**src/hw/rtl/rpvg_pkg.sv**
```systemverilog
`timescale 1ns / 1ps
// ============================================================================
// rpvg_pkg - regular polygon vertex generator package
// Shared widths, register indexes, limits and the constant tables used by
// the vertex sequencer and the CORDIC unit.
// ============================================================================
package rpvg_pkg;

    // Field widths
    localparam int COUNT_W  = 5;
    localparam int RADIUS_W = 10;
    localparam int COORD_W  = 16;
    localparam int ANGLE_W  = 16;
    localparam int INDEX_W  = 4;
    localparam int CFG_W    = 16;
    localparam int ADDR_W   = 2;

    // Register indexes
    localparam logic [ADDR_W-1:0] REG_VERTEX_COUNT = 2'd0;
    localparam logic [ADDR_W-1:0] REG_RADIUS       = 2'd1;
    localparam logic [ADDR_W-1:0] REG_CENTER_X     = 2'd2;
    localparam logic [ADDR_W-1:0] REG_CENTER_Y     = 2'd3;

    // Legal ranges; out-of-range writes store the minimum
    localparam int MIN_VERTICES = 3;
    localparam int MAX_VERTICES = 16;
    localparam int MIN_RADIUS   = 1;
    localparam int MAX_RADIUS   = 1023;

    // CORDIC datapath
    localparam int CORDIC_W     = 18;
    localparam int CORDIC_STEPS = 14;
    localparam int STEP_W       = 4;
    localparam int TRIG_W       = 16;
    localparam logic signed [CORDIC_W-1:0] CORDIC_START = 18'sd9949;
    localparam logic signed [CORDIC_W-1:0] TRIG_ONE     = 18'sd16384;

    // Product of radius and Q1.14 trig value, plus rounding constant
    localparam int PROD_W = 26;
    localparam logic signed [PROD_W-1:0] PROD_ROUND = 26'sd8192;
    localparam int FRAC_BITS = 14;

    // Arctangent of 2^-k in units of 1/65536 turn
    function automatic logic signed [CORDIC_W-1:0] atan_step(input logic [STEP_W-1:0] k);
        logic signed [CORDIC_W-1:0] v;
        case (k)
            4'd0:    v = 18'sd8192;
            4'd1:    v = 18'sd4836;
            4'd2:    v = 18'sd2555;
            4'd3:    v = 18'sd1297;
            4'd4:    v = 18'sd651;
            4'd5:    v = 18'sd326;
            4'd6:    v = 18'sd163;
            4'd7:    v = 18'sd81;
            4'd8:    v = 18'sd41;
            4'd9:    v = 18'sd20;
            4'd10:   v = 18'sd10;
            4'd11:   v = 18'sd5;
            4'd12:   v = 18'sd3;
            4'd13:   v = 18'sd1;
            default: v = 18'sd0;
        endcase
        return v;
    endfunction

    // Whole part of one vertex step, 65536 / n
    function automatic logic [ANGLE_W-1:0] step_quo(input logic [COUNT_W-1:0] n);
        logic [ANGLE_W-1:0] v;
        case (n)
            5'd3:    v = 16'd21845;
            5'd4:    v = 16'd16384;
            5'd5:    v = 16'd13107;
            5'd6:    v = 16'd10922;
            5'd7:    v = 16'd9362;
            5'd8:    v = 16'd8192;
            5'd9:    v = 16'd7281;
            5'd10:   v = 16'd6553;
            5'd11:   v = 16'd5957;
            5'd12:   v = 16'd5461;
            5'd13:   v = 16'd5041;
            5'd14:   v = 16'd4681;
            5'd15:   v = 16'd4369;
            5'd16:   v = 16'd4096;
            default: v = 16'd0;
        endcase
        return v;
    endfunction

    // Remainder of one vertex step, 65536 mod n
    function automatic logic [COUNT_W-1:0] step_rem(input logic [COUNT_W-1:0] n);
        logic [COUNT_W-1:0] v;
        case (n)
            5'd3:    v = 5'd1;
            5'd5:    v = 5'd1;
            5'd6:    v = 5'd4;
            5'd7:    v = 5'd2;
            5'd9:    v = 5'd7;
            5'd10:   v = 5'd6;
            5'd11:   v = 5'd9;
            5'd12:   v = 5'd4;
            5'd13:   v = 5'd3;
            5'd14:   v = 5'd2;
            5'd15:   v = 5'd1;
            default: v = 5'd0;
        endcase
        return v;
    endfunction

endpackage

```
**src/hw/rtl/rpvg_cordic.sv**
```systemverilog
`timescale 1ns / 1ps
// ============================================================================
// rpvg_cordic - iterative sine/cosine unit
// Folds a 16-bit turn angle into [-1/4, 1/4) turn, runs one CORDIC rotation
// per cycle through a shared pair of barrel shifters and adders, then
// unfolds and clamps the results to Q1.14.
// ============================================================================
module rpvg_cordic
    import rpvg_pkg::*;
(
    input  logic                     aclk,
    input  logic                     aresetn,
    input  logic                     start,
    input  logic [ANGLE_W-1:0]       angle,
    output logic                     done,
    output logic signed [TRIG_W-1:0] cos_out,
    output logic signed [TRIG_W-1:0] sin_out
);

    typedef enum logic [1:0] {
        C_IDLE,
        C_ROT,
        C_FIN
    } cordic_state_t;

    cordic_state_t               state_reg;
    logic signed [CORDIC_W-1:0]  x_reg, y_reg, z_reg;
    logic [STEP_W-1:0]           k_reg;
    logic                        flip_reg;
    logic signed [TRIG_W-1:0]    cos_reg, sin_reg;

    logic                        flip_in;
    logic [ANGLE_W-1:0]          folded;
    logic signed [CORDIC_W-1:0]  dx, dy, da;
    logic signed [CORDIC_W-1:0]  x_next, y_next, z_next;
    logic signed [CORDIC_W-1:0]  x_fin, y_fin;
    logic signed [CORDIC_W-1:0]  x_clamp, y_clamp;

    // Fold the angle by a half turn when it lies in the left half plane
    assign flip_in = angle[ANGLE_W-1] ^ angle[ANGLE_W-2];
    assign folded  = {angle[ANGLE_W-1] ^ flip_in, angle[ANGLE_W-2:0]};

    // One rotation step: floor shifts and add/subtract by the sign of z
    always_comb begin
        dx = y_reg >>> k_reg;
        dy = x_reg >>> k_reg;
        da = atan_step(k_reg);
        if (!z_reg[CORDIC_W-1]) begin
            x_next = x_reg - dx;
            y_next = y_reg + dy;
            z_next = z_reg - da;
        end else begin
            x_next = x_reg + dx;
            y_next = y_reg - dy;
            z_next = z_reg + da;
        end
    end

    // Unfold and clamp to [-1, 1] in Q1.14
    always_comb begin
        x_fin = flip_reg ? -x_reg : x_reg;
        y_fin = flip_reg ? -y_reg : y_reg;
        if (x_fin > TRIG_ONE)
            x_clamp = TRIG_ONE;
        else if (x_fin < -TRIG_ONE)
            x_clamp = -TRIG_ONE;
        else
            x_clamp = x_fin;
        if (y_fin > TRIG_ONE)
            y_clamp = TRIG_ONE;
        else if (y_fin < -TRIG_ONE)
            y_clamp = -TRIG_ONE;
        else
            y_clamp = y_fin;
    end

    // Sequence load, rotations and final clamp
    always_ff @(posedge aclk) begin
        if (!aresetn) begin
            state_reg <= C_IDLE;
            k_reg     <= '0;
        end else begin
            case (state_reg)
                C_IDLE: begin
                    if (start) begin
                        x_reg     <= CORDIC_START;
                        y_reg     <= '0;
                        z_reg     <= CORDIC_W'(signed'(folded));
                        flip_reg  <= flip_in;
                        k_reg     <= '0;
                        state_reg <= C_ROT;
                    end
                end
                C_ROT: begin
                    x_reg <= x_next;
                    y_reg <= y_next;
                    z_reg <= z_next;
                    k_reg <= k_reg + 1'b1;
                    if (k_reg == STEP_W'(CORDIC_STEPS - 1))
                        state_reg <= C_FIN;
                end
                C_FIN: begin
                    cos_reg   <= x_clamp[TRIG_W-1:0];
                    sin_reg   <= y_clamp[TRIG_W-1:0];
                    state_reg <= C_IDLE;
                end
                default: state_reg <= C_IDLE;
            endcase
        end
    end

    assign done    = (state_reg == C_FIN);
    assign cos_out = cos_reg;
    assign sin_out = sin_reg;

endmodule

```
**src/hw/rtl/regular_polygon_vertex_generator_top.sv**
```systemverilog
`timescale 1ns / 1ps
// ============================================================================
// regular_polygon_vertex_generator_top - regular polygon vertex generator
// Per request beat, emits one vertex beat per polygon corner: center plus
// radius times (cos, sin) of the corner angle plus the requested offset.
//
//   Channel  Dir  Payload (low bit first)                       Handshake
//   s_       in   tdata: angle_offset[15:0]                       tvalid/tready
//   m_       out  tdata: vertex_x, vertex_y, vertex_index, pad    tvalid/tready
//                 tlast: last_vertex
//   cfg_     in   cfg_addr selects vertex_count/radius/center_x/y cfg_we
//
// Each vertex runs through these steps in order: launch; 14 CORDIC rotations
// plus 1 clamp in the shared rotation unit; radius times cos, then radius
// times sin on the shared multiplier, with x placed beside the second; place y;
// output. A stall on m_tready holds the current vertex beat and the sequencer.
// aresetn is synchronous and active low; it restores the register defaults.
// ============================================================================
module regular_polygon_vertex_generator_top
    import rpvg_pkg::*;
(
    input  logic              aclk,
    input  logic              aresetn,
    // Configuration write port
    input  logic              cfg_we,
    input  logic [ADDR_W-1:0] cfg_addr,
    input  logic [CFG_W-1:0]  cfg_wdata,
    // Request stream
    input  logic              s_tvalid,
    output logic              s_tready,
    input  logic [15:0]       s_tdata,   // [15:0] angle_offset
    // Vertex stream
    output logic              m_tvalid,
    input  logic              m_tready,
    output logic [39:0]       m_tdata,   // [15:0] vertex_x, [31:16] vertex_y,
                                         // [35:32] vertex_index, [39:36] zero
    output logic              m_tlast    // last_vertex
);

    typedef enum logic [2:0] {
        S_IDLE,
        S_LAUNCH,
        S_TRIG,
        S_MUL_X,
        S_MUL_Y,
        S_PLACE_Y,
        S_OUT
    } seq_state_t;

    // Configuration registers
    logic [COUNT_W-1:0]          vcount_reg;
    logic [RADIUS_W-1:0]         radius_reg;
    logic signed [COORD_W-1:0]   center_x_reg, center_y_reg;

    // Sequencer
    seq_state_t                  state_reg;
    logic [ANGLE_W-1:0]          offset_reg;
    logic [INDEX_W-1:0]          idx_reg;
    logic [ANGLE_W-1:0]          q_reg;
    logic [COUNT_W-1:0]          r_reg;
    logic signed [PROD_W-1:0]    prod_reg;
    logic signed [COORD_W-1:0]   vx_reg, vy_reg;

    logic [COUNT_W-1:0]          cfg_count;
    logic [RADIUS_W-1:0]         cfg_radius;
    logic                        trig_start;
    logic                        trig_done;
    logic signed [TRIG_W-1:0]    trig_cos, trig_sin;
    logic signed [TRIG_W-1:0]    mul_b;
    logic signed [PROD_W-1:0]    prod_next;
    logic signed [PROD_W-1:0]    rounded;
    logic signed [COORD_W:0]     sum;
    logic signed [COORD_W-1:0]   place_sat;
    logic signed [COORD_W-1:0]   place_center;
    logic [COUNT_W-1:0]          r_sum;
    logic                        r_wrap;
    logic [ANGLE_W-1:0]          q_next;
    logic [COUNT_W-1:0]          r_next;
    logic                        is_last;

    // Substitute the minimum for out-of-range count and radius writes
    always_comb begin
        cfg_count  = cfg_wdata[COUNT_W-1:0];
        cfg_radius = cfg_wdata[RADIUS_W-1:0];
        if (!(cfg_count inside {[MIN_VERTICES:MAX_VERTICES]}))
            cfg_count = COUNT_W'(MIN_VERTICES);
        if (!(cfg_radius inside {[MIN_RADIUS:MAX_RADIUS]}))
            cfg_radius = RADIUS_W'(MIN_RADIUS);
    end

    always_ff @(posedge aclk) begin
        if (!aresetn) begin
            vcount_reg   <= COUNT_W'(MIN_VERTICES);
            radius_reg   <= RADIUS_W'(MIN_RADIUS);
            center_x_reg <= '0;
            center_y_reg <= '0;
        end else if (cfg_we) begin
            case (cfg_addr)
                REG_VERTEX_COUNT: vcount_reg   <= cfg_count;
                REG_RADIUS:       radius_reg   <= cfg_radius;
                REG_CENTER_X:     center_x_reg <= signed'(cfg_wdata[COORD_W-1:0]);
                REG_CENTER_Y:     center_y_reg <= signed'(cfg_wdata[COORD_W-1:0]);
                default: ;
            endcase
        end
    end

    // Shared sine/cosine unit
    assign trig_start = (state_reg == S_LAUNCH);

    rpvg_cordic u_cordic (
        .aclk    (aclk),
        .aresetn (aresetn),
        .start   (trig_start),
        .angle   (q_reg + offset_reg),
        .done    (trig_done),
        .cos_out (trig_cos),
        .sin_out (trig_sin)
    );

    // Shared multiplier: radius times cos, then radius times sin
    assign mul_b     = (state_reg == S_MUL_X) ? trig_cos : trig_sin;
    assign prod_next = PROD_W'(signed'({1'b0, radius_reg})) * PROD_W'(mul_b);

    // Round the product to a signed integer (Q16.0), add the center and saturate
    assign place_center = (state_reg == S_MUL_Y) ? center_x_reg : center_y_reg;
    always_comb begin
        rounded = (prod_reg + PROD_ROUND) >>> FRAC_BITS;
        sum     = (COORD_W+1)'(place_center) + (COORD_W+1)'(rounded);
        if (sum > (COORD_W+1)'(signed'({1'b0, {(COORD_W-1){1'b1}}})))
            place_sat = {1'b0, {(COORD_W-1){1'b1}}};
        else if (sum < (COORD_W+1)'(signed'({1'b1, {(COORD_W-1){1'b0}}})))
            place_sat = {1'b1, {(COORD_W-1){1'b0}}};
        else
            place_sat = sum[COORD_W-1:0];
    end

    // Advance the rounded vertex angle: whole step plus carried remainder
    always_comb begin
        r_sum  = r_reg + step_rem(vcount_reg);
        r_wrap = (r_sum >= vcount_reg);
        r_next = r_wrap ? r_sum - vcount_reg : r_sum;
        q_next = q_reg + step_quo(vcount_reg) + ANGLE_W'(r_wrap);
    end

    assign is_last = (idx_reg == INDEX_W'(vcount_reg - 1'b1));

    // Vertex sequencer
    always_ff @(posedge aclk) begin
        if (!aresetn) begin
            state_reg <= S_IDLE;
        end else begin
            case (state_reg)
                S_IDLE: begin
                    if (s_tvalid) begin
                        offset_reg <= s_tdata;
                        idx_reg    <= '0;
                        q_reg      <= '0;
                        r_reg      <= vcount_reg >> 1;
                        state_reg  <= S_LAUNCH;
                    end
                end
                S_LAUNCH: state_reg <= S_TRIG;
                S_TRIG: begin
                    if (trig_done)
                        state_reg <= S_MUL_X;
                end
                S_MUL_X: begin
                    prod_reg  <= prod_next;
                    state_reg <= S_MUL_Y;
                end
                S_MUL_Y: begin
                    vx_reg    <= place_sat;
                    prod_reg  <= prod_next;
                    state_reg <= S_PLACE_Y;
                end
                S_PLACE_Y: begin
                    vy_reg    <= place_sat;
                    state_reg <= S_OUT;
                end
                S_OUT: begin
                    if (m_tready) begin
                        if (is_last) begin
                            state_reg <= S_IDLE;
                        end else begin
                            idx_reg   <= idx_reg + 1'b1;
                            q_reg     <= q_next;
                            r_reg     <= r_next;
                            state_reg <= S_LAUNCH;
                        end
                    end
                end
                default: state_reg <= S_IDLE;
            endcase
        end
    end

    assign s_tready = (state_reg == S_IDLE);
    assign m_tvalid = (state_reg == S_OUT);
    assign m_tdata  = {4'b0000, idx_reg, vy_reg, vx_reg};
    assign m_tlast  = is_last;

endmodule
```
**config.mk**
```make
export PLATFORM = sky130hd
export DESIGN_NAME = regular_polygon_vertex_generator_top
export DESIGN_NICKNAME = d
export VERILOG_FILES = /design/src/hw/rtl/rpvg_pkg.sv /design/src/hw/rtl/rpvg_cordic.sv /design/src/hw/rtl/regular_polygon_vertex_generator_top.sv
export SDC_FILE = /design/constraint.sdc
export NUM_CORES = 1
export LEC_CHECK = 0
export BUFFER_PORTS_ARGS = -buffer_cell sky130_fd_sc_hd__clkbuf_2
export CORE_MARGIN = 5
export CORE_UTILIZATION = 58
export DETAILED_ROUTE_END_ITERATION = 8
export GPL_TIMING_DRIVEN = 0
export PLACE_DENSITY_LB_ADDON = 0.12
export RECOVER_POWER = 50
export SYNTH_ARGS = -nofsm -noshare
export SYNTH_HDL_FRONTEND = slang
export SYNTH_HIERARCHICAL = 1
export SYNTH_SLANG_ARGS = --single-unit
```
**constraint.sdc**
```tcl
create_clock -name aclk -period 5.8 [get_ports aclk]
set_input_delay 0.87 -clock aclk [delete_from_list [all_inputs] [get_ports aclk]]
set_output_delay 0.87 -clock aclk [all_outputs]
set_load 0.02 [all_outputs]
```
==> results.ini <==
[run_status]
outcome = finished with violations
violations = capacitance limit, slew limit, setup timing

[worst_hold_path]
hold_depth = 2
hold_end = center_x_reg[12]
worst_hold_path_type = reg2reg
min_from = center_x_reg[12]

[floorplanning]
die_h_um = 218
dieWidth_um = 218
start_util_pct = 58.3
coreArea_um2 = 42900
die_area_um2 = 47300
fp-row-count = 76
num_io_pins = 82

[sta]
finalSetupViolations = 2
finalClockSkew_ps = 13.7
fin_ws_ps = -84.7
hold_viol = 0
max_freq_mhz = 170
final_max_slew_viol_count = 19
period_minus_slack_ps = 5880
relSlewSlack_pct = -9.82
final.period_utilization_pct = 101
worst_pin_slew_ps = 1640
grt_setup_unrepaired = true

[power_and_ir_drop]
powerDensity_nw_per_um2 = 218
comb_power_share_pct = 33.9
p_sw_mw = 2.09
cellLeakagePower_nw = 12.0
p_seq_share_pct = 35.3
switching_share_pct = 34.1
peakVddDrop_mv = 0.237
p_clk_share_pct = 30.9
p_int_mw = 4.04

[critical_path]
crit_type = reg2reg
cp-end-kind = register
crit_required_ps = 6100
critical_path.max_fanout = 6
rrSetupSlack_ps = -80
start_kind = register
rr_startpoint = state_reg[2]
r2r_cells = 21
cp_data_arrival_time_ps = 6190
r2r-end = prod_reg[23]

[routing]
dr.first_iter.drc_count = 1526
viasPerCell = 5.85
dr.pass1.iters = 7
drc = 0
avgRoutedWirePerCell_um = 18.9
postRouteWirelength_mm = 65.1
vias = 20200
ant_nets = 0

[synthesis]
ys.warnings.count = 6
synth_cell_types = 102
yosysSeqAreaShare_pct = 27.9
synthCells = 2667
synth_edf_count = 173
async_flop_share_pct = 0
synth_area_um2 = 25000
synth_ff_type = edfxtp_1
ys_seq_elements = 262
synth_area_per_cell_um2 = 9.37

[clock_network]
cts_buffer_depth = 3
clkSinkCount = 262
htreeDepth = 1
numCtsBuffers = 31
clkLatencyLatePin_ps = 580
cts_tree = built
clk_pin_slew_ps = 60
cts_root_buf = clkbuf_16

[final_layout]
n_antenna_cell = 0
fillers = 3586
stdcell_area_um2 = 28100
areaGrowthSynthToFinish_pct = 12.3
drive_gt1_share_pct = 13.8
layout.nets = 3205

[global_route]
grt_pass1_vias = 20400
overflow = 0
grt_pass1_wl_mm = 106
track_usage_pct = 27.3
grt_start_max_net_pins = 24
antenna_found_initial = 0

[job]
max-cap-violations = 1

[placed_design]
dp_slack_ps = -660
place_congestion = 0.987
dpl_cell_area_um2 = 26300
dpl.hpwl_mm = 50.1
io_buffers = 76

-- synth_stat cells (16+ instances only) --
master	number	area share (%)
a21o_1	43	1.3
a21oi_1	142	2.8
a31oi_1	17	0.43
and2_1	91	2.3
buf_2	17	0.34
clkbuf_1	92	1.4
dfxtp_1	89	7.1
edfxtp_1	173	21
fa_1	150	12
ha_1	182	9.1
inv_1	240	3.6
mux2_2	50	2.3
mux2i_1	47	1.9
mux4_2	32	2.9
nand2_1	290	4.4
nand2b_1	31	0.78
nand3_1	36	0.72
nand4_1	18	0.45
nor2_1	223	3.3
nor2b_1	32	0.80
nor3_1	36	0.72
o211ai_1	16	0.48
o21a_1	26	0.78
o21ai_0	112	2.2
o31ai_1	17	0.51
xnor2_1	104	3.6
xor2_1	87	3.0
-- cell type report --
cell class	instances	area (um^2)	area share, %
Buffer	126	673	2.40
Multi-Input combinational cell	2034	16900	60.3
Timing Repair Buffer	137	861	3.07
Clock inverter	22	169	0.602
Sequential cell	262	6980	24.9
Clock buffer	36	815	2.90
Tap cell	585	732	2.61
Inverter	242	908	3.24
-- repair_timing --
item	CTS	global route
setup endpoints to repair	11	11
hold buffers	0	0
resized for setup	73	73
buffers inserted	37	18
cloned	4	0
pin swaps	69	45
-- layout by cell type (no fill, tap or decap), types with 11 or more instances in the layout --
master,n
a211oi_1,13
a21o_1,43
a21oi_1,138
a22oi_1,15
a31oi_1,16
and2_1,84
and3_1,15
buf_4,50
buf_6,14
clkbuf_1,128
clkbuf_16,32
clkbuf_2,49
dfxtp_1,86
edfxtp_1,173
fa_1,140
ha_1,169
ha_4,11
inv_1,224
inv_2,17
mux2_2,36
mux2_4,16
mux2i_1,47
mux4_2,32
nand2_1,271
nand2_2,15
nand2b_1,31
nand3_1,35
nand4_1,18
nor2_1,218
nor2b_1,32
nor3_1,35
nor4_1,15
o211ai_1,16
o21a_1,26
o21ai_0,110
o21bai_1,12
o31ai_1,17
xnor2_1,101
xor2_1,87
-- power groups by stage --
| stage | Combinational [mW] | Clock (mW) | Sequential (mW) |
|---|---|---|---|
| after floorplan | 1.48 | 0 | 2.18 |
| final | 2.07 | 1.89 | 2.16 |
| after global routing | 2.31 | 2.00 | 2.17 |
| after global placement | 1.85 | 0 | 2.20 |
| after detailed placement | 1.93 | 0 | 2.20 |
| after CTS | 2.03 | 1.93 | 2.16 |
-- critical path, stage by stage, from the launching register on --
cell and delay [ps]:
dfxtp_4 340, nand3b_4 180, buf_12 160, clkbuf_16 160, mux2_4 360, buf_12 150
nand2_2 60, fa_1 420, fa_1 520, inv_2 50, fa_1 550, fa_1 430
fa_1 550, ha_4 220, a21o_1 170, a21o_1 170, a21oi_2 220, nor3_4 60
o31a_4 370, o21a_1 200, nor2_2 150, xnor2_2 120
-- kinds of logic (layout without fill, tap and decap cells) --
logic type	Yosys count	in the layout	synth area share, %
AO/OA/AOI/OAI	510	510	13.3
XOR/XNOR	192	192	6.78
adder cells (fa/ha/maj)	333	333	21.2
buffers and inverters	376	563	6.35
flip-flops	262	262	27.9
multiplexers	139	141	8.04
other	1	4	0.0150
AND/OR/NAND/NOR	854	854	16.4
-- worst max-delay path by stage --
stage                            start      endpoint
after floorplan           state_reg[2]  prod_reg[23]
after global placement    state_reg[1]  prod_reg[25]
after detailed placement  state_reg[0]  prod_reg[25]
after CTS                 state_reg[0]  prod_reg[23]
after global routing      state_reg[2]  prod_reg[23]
final                     state_reg[2]  prod_reg[23]
-- through the flow --
| stage | utilization (%) | TNS (ps) | hold slack [ps] | power, mW | std cells |
|---|---|---|---|---|---|
| 4_1_cts | 65.1 | -73.0 | 428 | 6.12 | 3432 |
| 6_report | 65.4 | -88.5 | 452 | 6.13 | 3444 |
| 3_5_place_dp | 61.3 | -3330 | 444 | 4.12 | 3336 |
| 2_1_floorplan | - | 0 | 433 | 3.66 | 2670 |
| 5_1_grt | 65.4 | -1190 | 437 | 6.48 | 3444 |
| 3_3_place_gp | 61.0 | -2510 | 438 | 4.05 | 3331 |
-- metal layers --
layer  vias up  share of wire, %  track usage (%)
met4         0               3.1             7.50
met3       105               5.1             2.92
met5         -                 0                0
met1      9859                42             36.3
met2       611                49             47.6
li1       9589                 -                -
Power figures use the tool's default switching activity.
